$ cat src/design/sst_pkg.sv
// Shared types, codes and command/status structs for the slot set table.
package sst_pkg;

    localparam int CMD_W     = 3;
    localparam int KEY_IN_W  = 32;
    localparam int RANK_W    = 6;
    localparam int STATUS_W  = 2;
    localparam int KEY_OUT_W = 32;
    localparam int FILLED_W  = 7;

    localparam logic [CMD_W-1:0] CMD_ADD    = 3'd0;
    localparam logic [CMD_W-1:0] CMD_REMOVE = 3'd1;
    localparam logic [CMD_W-1:0] CMD_CLEAR  = 3'd2;
    localparam logic [CMD_W-1:0] CMD_EXISTS = 3'd3;
    localparam logic [CMD_W-1:0] CMD_GET    = 3'd4;

    localparam logic [STATUS_W-1:0] ST_DONE     = 2'd0;
    localparam logic [STATUS_W-1:0] ST_FULL     = 2'd1;
    localparam logic [STATUS_W-1:0] ST_ZERO_KEY = 2'd2;

    typedef struct packed {
        logic [CMD_W-1:0]    command;
        logic [KEY_IN_W-1:0] key;
        logic [RANK_W-1:0]   rank;
    } req_t;

    typedef struct packed {
        logic [STATUS_W-1:0]  status;
        logic                 found;
        logic [KEY_OUT_W-1:0] key_out;
        logic [FILLED_W-1:0]  filled_count;
    } rsp_t;

    typedef struct packed {
        logic load;
        logic sweep;
        logic scan;
        logic emit;
    } dp_cmd_t;

    typedef struct packed {
        logic op_scan;
        logic op_sweep;
        logic sweep_last;
        logic scan_stop;
        logic out_free;
    } dp_stat_t;

endpackage

$ cat src/design/sst_dp.sv
// Datapath: slot memory, scan pipeline, fill count and result register.
module sst_dp #(
    parameter int SLOTS    = 64,
    parameter int KEY_BITS = 32
) (
    input  logic             clk,
    input  logic             rst_n,
    input  sst_pkg::dp_cmd_t cmd,
    output sst_pkg::dp_stat_t stat,
    input  sst_pkg::req_t    req,
    output sst_pkg::rsp_t    rsp,
    output logic             rsp_valid,
    input  logic             rsp_ready
);
    import sst_pkg::*;

    localparam int IW = (SLOTS > 1) ? $clog2(SLOTS) : 1;
    localparam int CW = $clog2(SLOTS + 1);
    localparam int SW = (CW > RANK_W) ? CW : RANK_W;
    localparam logic [IW-1:0] LAST_IDX = IW'(SLOTS - 1);

    logic [KEY_BITS-1:0] mem [SLOTS];
    logic [KEY_BITS-1:0] rd_data_reg;

    logic [CMD_W-1:0]     op_reg, op_next;
    logic [KEY_BITS-1:0]  key_reg, key_next;
    logic [RANK_W-1:0]    rank_reg, rank_next;
    logic [IW-1:0]        addr_reg, addr_next;
    logic                 issue_reg, issue_next;
    logic                 chk_valid_reg, chk_valid_next;
    logic [IW-1:0]        chk_idx_reg, chk_idx_next;
    logic [CW-1:0]        count_reg, count_next;
    logic [SW-1:0]        seen_reg, seen_next;
    logic [STATUS_W-1:0]  status_reg, status_next;
    logic                 found_reg, found_next;
    logic [KEY_OUT_W-1:0] key_out_reg, key_out_next;
    rsp_t                 rsp_reg, rsp_next;
    logic                 rsp_valid_reg, rsp_valid_next;

    logic [KEY_BITS-1:0] key_in;
    logic                zero_rd;
    logic                key_eq;
    logic                rank_eq;
    logic                chk_last;
    logic                hit;
    logic                key_zero;
    logic                we;
    logic [IW-1:0]       waddr;
    logic [KEY_BITS-1:0] wdata;
    logic                re;

    assign key_in   = KEY_BITS'(req.key);
    assign zero_rd  = (rd_data_reg == '0);
    assign key_eq   = (rd_data_reg == key_reg);
    assign rank_eq  = (seen_reg == SW'(rank_reg));
    assign chk_last = (chk_idx_reg == LAST_IDX);
    assign key_zero = (key_reg == '0);

    always_comb
    begin
        unique case (op_reg)
            CMD_ADD:    hit = zero_rd;
            CMD_REMOVE: hit = key_eq;
            CMD_EXISTS: hit = key_eq;
            CMD_GET:    hit = !zero_rd && rank_eq;
            default:    hit = 1'b0;
        endcase
    end

    assign stat.scan_stop  = chk_valid_reg && ((hit && op_reg != CMD_REMOVE) || chk_last);
    assign stat.sweep_last = (addr_reg == LAST_IDX);
    assign stat.op_sweep   = (op_reg == CMD_CLEAR);
    assign stat.op_scan    = ((op_reg == CMD_ADD || op_reg == CMD_REMOVE) && !key_zero)
                             || op_reg == CMD_EXISTS || op_reg == CMD_GET;
    assign stat.out_free   = !rsp_valid_reg || rsp_ready;

    assign re = cmd.scan && issue_reg;

    always_comb
    begin
        we    = 1'b0;
        waddr = addr_reg;
        wdata = '0;
        priority if (cmd.sweep)
        begin
            we = 1'b1;
        end
        else if (cmd.scan && chk_valid_reg && hit
                 && (op_reg == CMD_ADD || op_reg == CMD_REMOVE))
        begin
            we    = 1'b1;
            waddr = chk_idx_reg;
            wdata = (op_reg == CMD_ADD) ? key_reg : '0;
        end
    end

    always_ff @(posedge clk)
    begin
        if (we)
        begin
            mem[waddr] <= wdata;
        end
        if (re)
        begin
            rd_data_reg <= mem[addr_reg];
        end
    end

    always_comb
    begin
        op_next        = op_reg;
        key_next       = key_reg;
        rank_next      = rank_reg;
        addr_next      = addr_reg;
        issue_next     = issue_reg;
        chk_valid_next = chk_valid_reg;
        chk_idx_next   = chk_idx_reg;
        count_next     = count_reg;
        seen_next      = seen_reg;
        status_next    = status_reg;
        found_next     = found_reg;
        key_out_next   = key_out_reg;
        rsp_next       = rsp_reg;
        rsp_valid_next = rsp_valid_reg;

        if (cmd.load)
        begin
            op_next        = req.command;
            key_next       = key_in;
            rank_next      = req.rank;
            addr_next      = '0;
            issue_next     = 1'b1;
            chk_valid_next = 1'b0;
            seen_next      = '0;
            found_next     = 1'b0;
            key_out_next   = '0;
            status_next    = ((req.command == CMD_ADD || req.command == CMD_REMOVE)
                              && key_in == '0) ? ST_ZERO_KEY : ST_DONE;
        end

        if (cmd.sweep)
        begin
            addr_next = (addr_reg == LAST_IDX) ? '0 : addr_reg + 1'b1;
            if (addr_reg == LAST_IDX)
            begin
                count_next = '0;
            end
        end

        if (cmd.scan)
        begin
            if (issue_reg)
            begin
                chk_valid_next = 1'b1;
                chk_idx_next   = addr_reg;
                if (addr_reg == LAST_IDX)
                begin
                    issue_next = 1'b0;
                end
                else
                begin
                    addr_next = addr_reg + 1'b1;
                end
            end
            else
            begin
                chk_valid_next = 1'b0;
            end

            if (chk_valid_reg)
            begin
                if (hit)
                begin
                    unique case (op_reg)
                        CMD_ADD:    count_next = count_reg + 1'b1;
                        CMD_REMOVE:
                        begin
                            if (count_reg != '0)
                            begin
                                count_next = count_reg - 1'b1;
                            end
                        end
                        CMD_EXISTS: found_next = 1'b1;
                        CMD_GET:
                        begin
                            found_next   = 1'b1;
                            key_out_next = KEY_OUT_W'(rd_data_reg);
                        end
                        default:    found_next = found_reg;
                    endcase
                end
                else
                begin
                    if (op_reg == CMD_GET && !zero_rd)
                    begin
                        seen_next = seen_reg + 1'b1;
                    end
                    if (op_reg == CMD_ADD && chk_last)
                    begin
                        status_next = ST_FULL;
                    end
                end
            end
        end

        if (cmd.emit)
        begin
            rsp_next.status       = status_reg;
            rsp_next.found        = found_reg;
            rsp_next.key_out      = key_out_reg;
            rsp_next.filled_count = FILLED_W'(count_reg);
            rsp_valid_next        = 1'b1;
        end
        else if (rsp_ready)
        begin
            rsp_valid_next = 1'b0;
        end
    end

    always_ff @(posedge clk or negedge rst_n)
    begin
        if (!rst_n)
        begin
            addr_reg      <= '0;
            issue_reg     <= 1'b0;
            chk_valid_reg <= 1'b0;
            count_reg     <= '0;
            rsp_valid_reg <= 1'b0;
        end
        else
        begin
            addr_reg      <= addr_next;
            issue_reg     <= issue_next;
            chk_valid_reg <= chk_valid_next;
            count_reg     <= count_next;
            rsp_valid_reg <= rsp_valid_next;
        end
    end

    always_ff @(posedge clk)
    begin
        op_reg      <= op_next;
        key_reg     <= key_next;
        rank_reg    <= rank_next;
        chk_idx_reg <= chk_idx_next;
        seen_reg    <= seen_next;
        status_reg  <= status_next;
        found_reg   <= found_next;
        key_out_reg <= key_out_next;
        rsp_reg     <= rsp_next;
    end

    assign rsp       = rsp_reg;
    assign rsp_valid = rsp_valid_reg;

endmodule

$ cat src/design/sst_ctrl.sv
// Controller: sequences reset sweep, request decode, scan or sweep, and result hand-off.
module sst_ctrl (
    input  logic              clk,
    input  logic              rst_n,
    input  logic              req_valid,
    output logic              req_ready,
    input  sst_pkg::dp_stat_t stat,
    output sst_pkg::dp_cmd_t  cmd
);
    import sst_pkg::*;

    typedef enum logic [2:0] {
        S_INIT,
        S_IDLE,
        S_DISPATCH,
        S_SWEEP,
        S_SCAN,
        S_FINISH
    } state_t;

    state_t state_reg, state_next;

    always_comb
    begin
        state_next = state_reg;
        cmd        = '0;
        req_ready  = 1'b0;
        unique case (state_reg)
            S_INIT:
            begin
                cmd.sweep = 1'b1;
                if (stat.sweep_last)
                begin
                    state_next = S_IDLE;
                end
            end
            S_IDLE:
            begin
                req_ready = 1'b1;
                cmd.load  = req_valid;
                if (req_valid)
                begin
                    state_next = S_DISPATCH;
                end
            end
            S_DISPATCH:
            begin
                priority if (stat.op_sweep)
                begin
                    state_next = S_SWEEP;
                end
                else if (stat.op_scan)
                begin
                    state_next = S_SCAN;
                end
                else
                begin
                    state_next = S_FINISH;
                end
            end
            S_SWEEP:
            begin
                cmd.sweep = 1'b1;
                if (stat.sweep_last)
                begin
                    state_next = S_FINISH;
                end
            end
            S_SCAN:
            begin
                cmd.scan = 1'b1;
                if (stat.scan_stop)
                begin
                    state_next = S_FINISH;
                end
            end
            S_FINISH:
            begin
                if (stat.out_free)
                begin
                    cmd.emit   = 1'b1;
                    state_next = S_IDLE;
                end
            end
            default:
            begin
                state_next = S_INIT;
            end
        endcase
    end

    always_ff @(posedge clk or negedge rst_n)
    begin
        if (!rst_n)
        begin
            state_reg <= S_INIT;
        end
        else
        begin
            state_reg <= state_next;
        end
    end

endmodule

$ cat src/design/slot_set_table_top.sv
// Top level of the slot set table: controller, datapath and checks.
//
// Requests arrive on req (command, key, rank) under req_valid/req_ready;
// one result per request leaves on rsp (status, found, key_out,
// filled_count) under rsp_valid/rsp_ready.
// Scanning and clearing requests walk the slot memory one slot per cycle, so
// the memory read port sets the rate:
//   add, remove, exists, get: scan the slots in order;
//     add, exists and get stop at the first hit.
//   clear: writes every slot to zero.
//   zero-key add or remove, unused codes: no memory access.
// req_ready is high only between requests. It rises again in the cycle
// after a result is issued. A finished result sits in the output register;
// the next request is accepted while it waits, and that request's result
// holds in the datapath until the register frees.
// After reset a clearing pass writes every slot to zero with req_ready
// low; the fill count resets to zero.
// A stalled rsp_ready holds rsp and rsp_valid unchanged.
module slot_set_table_top #(
    parameter int SLOTS    = 64,
    parameter int KEY_BITS = 32
) (
    input  logic          clk,
    input  logic          rst_n,
    input  logic          req_valid,
    output logic          req_ready,
    input  sst_pkg::req_t req,
    output logic          rsp_valid,
    input  logic          rsp_ready,
    output sst_pkg::rsp_t rsp
);
    import sst_pkg::*;

    dp_cmd_t  cmd;
    dp_stat_t stat;

    sst_ctrl u_ctrl (
        .clk       (clk),
        .rst_n     (rst_n),
        .req_valid (req_valid),
        .req_ready (req_ready),
        .stat      (stat),
        .cmd       (cmd)
    );

    sst_dp #(
        .SLOTS    (SLOTS),
        .KEY_BITS (KEY_BITS)
    ) u_dp (
        .clk       (clk),
        .rst_n     (rst_n),
        .cmd       (cmd),
        .stat      (stat),
        .req       (req),
        .rsp       (rsp),
        .rsp_valid (rsp_valid),
        .rsp_ready (rsp_ready)
    );

    a_count_bound: assert property (@(posedge clk) disable iff (!rst_n)
        rsp_valid |-> (int'(rsp.filled_count) <= SLOTS))
        else $error("fill count above table size");

    a_full_count: assert property (@(posedge clk) disable iff (!rst_n)
        rsp_valid && rsp.status == ST_FULL |-> rsp.filled_count == FILLED_W'(SLOTS))
        else $error("full reported with free slots");

    a_found_done: assert property (@(posedge clk) disable iff (!rst_n)
        rsp_valid && rsp.found |-> rsp.status == ST_DONE)
        else $error("found with non-done status");

    a_key_found: assert property (@(posedge clk) disable iff (!rst_n)
        rsp_valid && rsp.key_out != '0 |-> rsp.found)
        else $error("key returned without found");

endmodule
$ cat config.mk
export PLATFORM = sky130hd
export DESIGN_NAME = slot_set_table_top
export DESIGN_NICKNAME = d
export VERILOG_FILES = /design/src/design/sst_pkg.sv /design/src/design/sst_dp.sv /design/src/design/sst_ctrl.sv /design/src/design/slot_set_table_top.sv
export SDC_FILE = /design/constraint.sdc
export NUM_CORES = 2
export LEC_CHECK = 0
export BUFFER_PORTS_ARGS = -buffer_cell sky130_fd_sc_hd__buf_2
export CORE_ASPECT_RATIO = 1.5
export CORE_MARGIN = 3
export CORE_UTILIZATION = 47
export CTS_BUF_LIST = sky130_fd_sc_hd__clkbuf_8
export CTS_CLUSTER_DIAMETER = 30
export CTS_CLUSTER_SIZE = 28
export DETAILED_ROUTE_END_ITERATION = 12
export GPL_TIMING_DRIVEN = 0
export HOLD_SLACK_MARGIN = 0.05
export PLACE_DENSITY = 0.7
export SLEW_MARGIN = 30
export SYNTH_ARGS = -nofsm -noshare
export SYNTH_HDL_FRONTEND = slang
export SYNTH_SLANG_ARGS = --single-unit
$ cat constraint.sdc
create_clock -name clk -period 11.6 [get_ports clk]
set_input_delay 2.32 -clock clk [delete_from_list [all_inputs] [get_ports clk]]
set_output_delay 2.32 -clock clk [all_outputs]
set_load 0.05 [all_outputs]
==> metrics.md <==
| Metric | Value |
|---|---|
| Fillcell total | `13,517` |
| CTS H-tree lvls | `5` |
| Hold Violations, Final | `0` |
| EDFF count, synth | `2,170` |
| Top_reg_cell synth | `edfxtp_1` |
| Net Count, Synth | `4,502` |
| CTS tree | `yes` |
| CTS Buffer Depth | `4` |
| Setup violators final | `0` |
| DP Cell Count | `7,107` |
| Initial antenna violation count | `15` |
| CTS Hold Bufs | `0` |
| Critical Path Max Stage Delay | `0.73 ns` |
| WP data required | `12.28 ns` |
| Wire per inst | `34.0 um` |
| Crit-path cells | `buf_2 > nand2b_1 > clkbuf_1 > buf_2 > buf_2 > buf_1 > nor3_1 > a21oi_2 > nor2_4 > buf_16 > buf_8` |
| Startpoint class of the critical path | `flip-flop` |
| Clk slew on worst S/H paths | `0.09 ns` |
| Fmax achieved | `204 MHz` |
| Post-synth ARST share | `0.852%` |
| Clock Skew | `0.0912 ns` |
| WL final | `259 mm` |
| Commonest cells after routing, fill and taps aside | `2,170 x edfxtp_1, 468 x mux2i_1, 293 x mux4_2, 282 x clkbuf_8, 246 x o221ai_1` |
| I/O Buffers | `88` |
| Tightest Pin Transition | `1.17 ns` |
| Yosys reg bits | `2,230` |
| Sequential-to-total area share from yosys stat | `76.8%` |
| Mean post-synth cell area | `19.4 um^2` |
| CTS sink count | `2,230` |
| Status | `finished, final reports clean` |
| CP bufs+invs | `7` |
| Dpl cell area | `94,400 um^2` |
| Final core occ | `54.9%` |
| Register area | `66,500 um^2` |
| TritonCTS Buffers | `272` |
| Syn-to-layout area delta | `15.9%` |
| CP Capture Type | `flip-flop` |
| Fin nets | `5,005` |
| Post-cts gate resize count | `0` |
| Die extent in x | `356 um` |
| Drt drc | `0` |
| Slew headroom | `21.6%` |
| Peak supply drop | `0.000124 V` |
| Final Instance Area | `100,000 um^2` |
| Share of cells above drive strength 1 | `24.0%` |
| Vias/cell | `6.30` |
| Clk_lat worst skew | `0.94 ns` |
| Largest net degree at the start of global routing | `65` |
| Leading area contributor after synthesis | `edfxtp_1` |
| Power Density | `201 nW/um^2` |
| Gr ovfl total | `0` |
| Lkg Pwr | `36.3 nW` |
| Unrepaired setup endpoints after global routing | `no` |
| Placeable Area | `183,000 um^2` |
| Top post-synthesis cells by area | `edfxtp_1 75%, mux4_2 7.6%, mux2i_1 5.5%, o221ai_1 2.5%, dfxtp_1 0.95%` |
| Final period util | `42.2%` |
| Final Max Tran Viols | `0` |
| First drt pass iteration count | `6` |
| Via Count | `47,878` |
| Post CTS Setup Buffer Count | `0` |
| Cell Count, Final, Fillers Out | `7,600` |
| Cell count after synthesis | `4,453` |
| CP max-delay cell | `buf_1` |
| Max_cap viols | `0` |
| Die Ht | `532 um` |
| Synth top area share | `75.3%` |
| Setup TNS | `0 ns` |
| CP most frequent cell | `buf_2` |
| Arr. time, crit path | `5.57 ns` |
| RD Place Congestion | `0.966` |
| DRT antenna net count | `0` |
| Post-Syn Area | `86,600 um^2` |
| Minimum clock period after layout | `4.89 ns` |
| Multi-input logic area | `19,500 um^2` |
| Commonest non-fill, non-tap cell in the layout | `edfxtp_1` |
| CTS root buf | `clkbuf_8` |
| Post-DP HPWL | `179 mm` |
| Netlist cell types | `68` |
| Row Count | `192` |
| Delay-heaviest family, CP | `buffers and inverters` |
| Die ar. | `190,000 um^2` |
| Syn. warnings | `0` |
| First-pass GRT wire length | `358 mm` |
| CP Class | `reg -> reg` |
| Drt first-iter violations | `6,141` |
| Gr usage total | `26.9%` |
| I/O Pins | `89` |
| Largest register FFs | `2,048` |
| Worst Hold Class | `reg -> reg` |
| CP Max Fanout | `12` |
| Total power | `20.2 mW` |
| Starting density of the core | `47.4%` |
| Vias in the first global route | `47,665` |
==> report_power, final <==
part           switching, mW  total, mW  internal [mW]
combinational           3.45       5.00           1.56
clock                   3.21       6.07           2.86
sequential             0.137       9.15           9.02
total                   6.79       20.2           13.4
==> cell type report <==
type / count / share of cell area (%)
plain buffers: 257 / 1.36
well taps: 2425 / 3.02
multi-input cells: 1955 / 19.4
repair buffers: 229 / 4.02
clock inverters: 204 / 2.04
diodes: 7 / 0.0175
inverters: 11 / 0.0411
flip-flops and latches: 2230 / 66.2
clock buffers: 282 / 3.87
==> synth_stat cells (22+ instances only) <==
cell      count
edfxtp_1   2170
mux2i_1     473
mux4_2      293
o221ai_1    246
nor2_1      167
a21oi_1     160
nand2_1     116
clkbuf_1    112
o22ai_1      94
o21ai_0      64
buf_4        62
nor3_1       44
dfxtp_1      41
nor4_1       37
buf_1        33
buf_2        33
xnor2_1      33
and2_2       29
o32ai_1      28
nand4_1      22
==> per-stage QoR <==
step                      worst slack, ns  hold WS (ns)
after floorplan                      6.80         0.408
after global placement               4.19         0.415
after detailed placement             7.01         0.416
after CTS                            6.95         0.418
after global routing                 6.87         0.437
final                                6.71         0.417
==> path summary, 6_finish.rpt <==
path	from	to	slack, ns	cells after the start
min in group asynchronous	rst_n	u_dp.addr_reg[3]	1.38	1
setup / recovery	u_dp.addr_reg[1]	u_dp.mem[4][9]	6.71	11
hold / removal	u_dp.key_out_reg[3]	u_dp.rsp[10]	0.42	0
hold reg to reg	u_dp.key_out_reg[3]	u_dp.rsp[10]	0.42	0
setup reg to reg	u_dp.addr_reg[1]	u_dp.mem[4][9]	6.71	11
max in group asynchronous	rst_n	u_dp.addr_reg[0]	9.76	1
==> per-layer routing <==
layer / part of all wire, % / up-vias / global-route usage (%)
met2: 49 / 3052 / 44.6
met1: 32 / 24477 / 30.8
met4: 9.8 / 0 / 21.7
met3: 8.7 / 782 / 4.57
met5: 0 / - / 0
li1: - / 19567 / -
==> cell families (layout without fill, tap and decap cells) <==
group,Yosys count,count (layout),share of synthesized area [%]
muxes,771,771,13.2
xor gates and xnor gates,44,44,0.445
adders and majority gates,4,4,0.0578
buffers and inverters,268,983,1.60
other,1,8,0.00433
AOI/OAI and AO/OA,651,651,5.28
and+or+nand+nor,484,484,2.70
DFF,2230,2230,76.8
(Power assumes the default switching activity.)
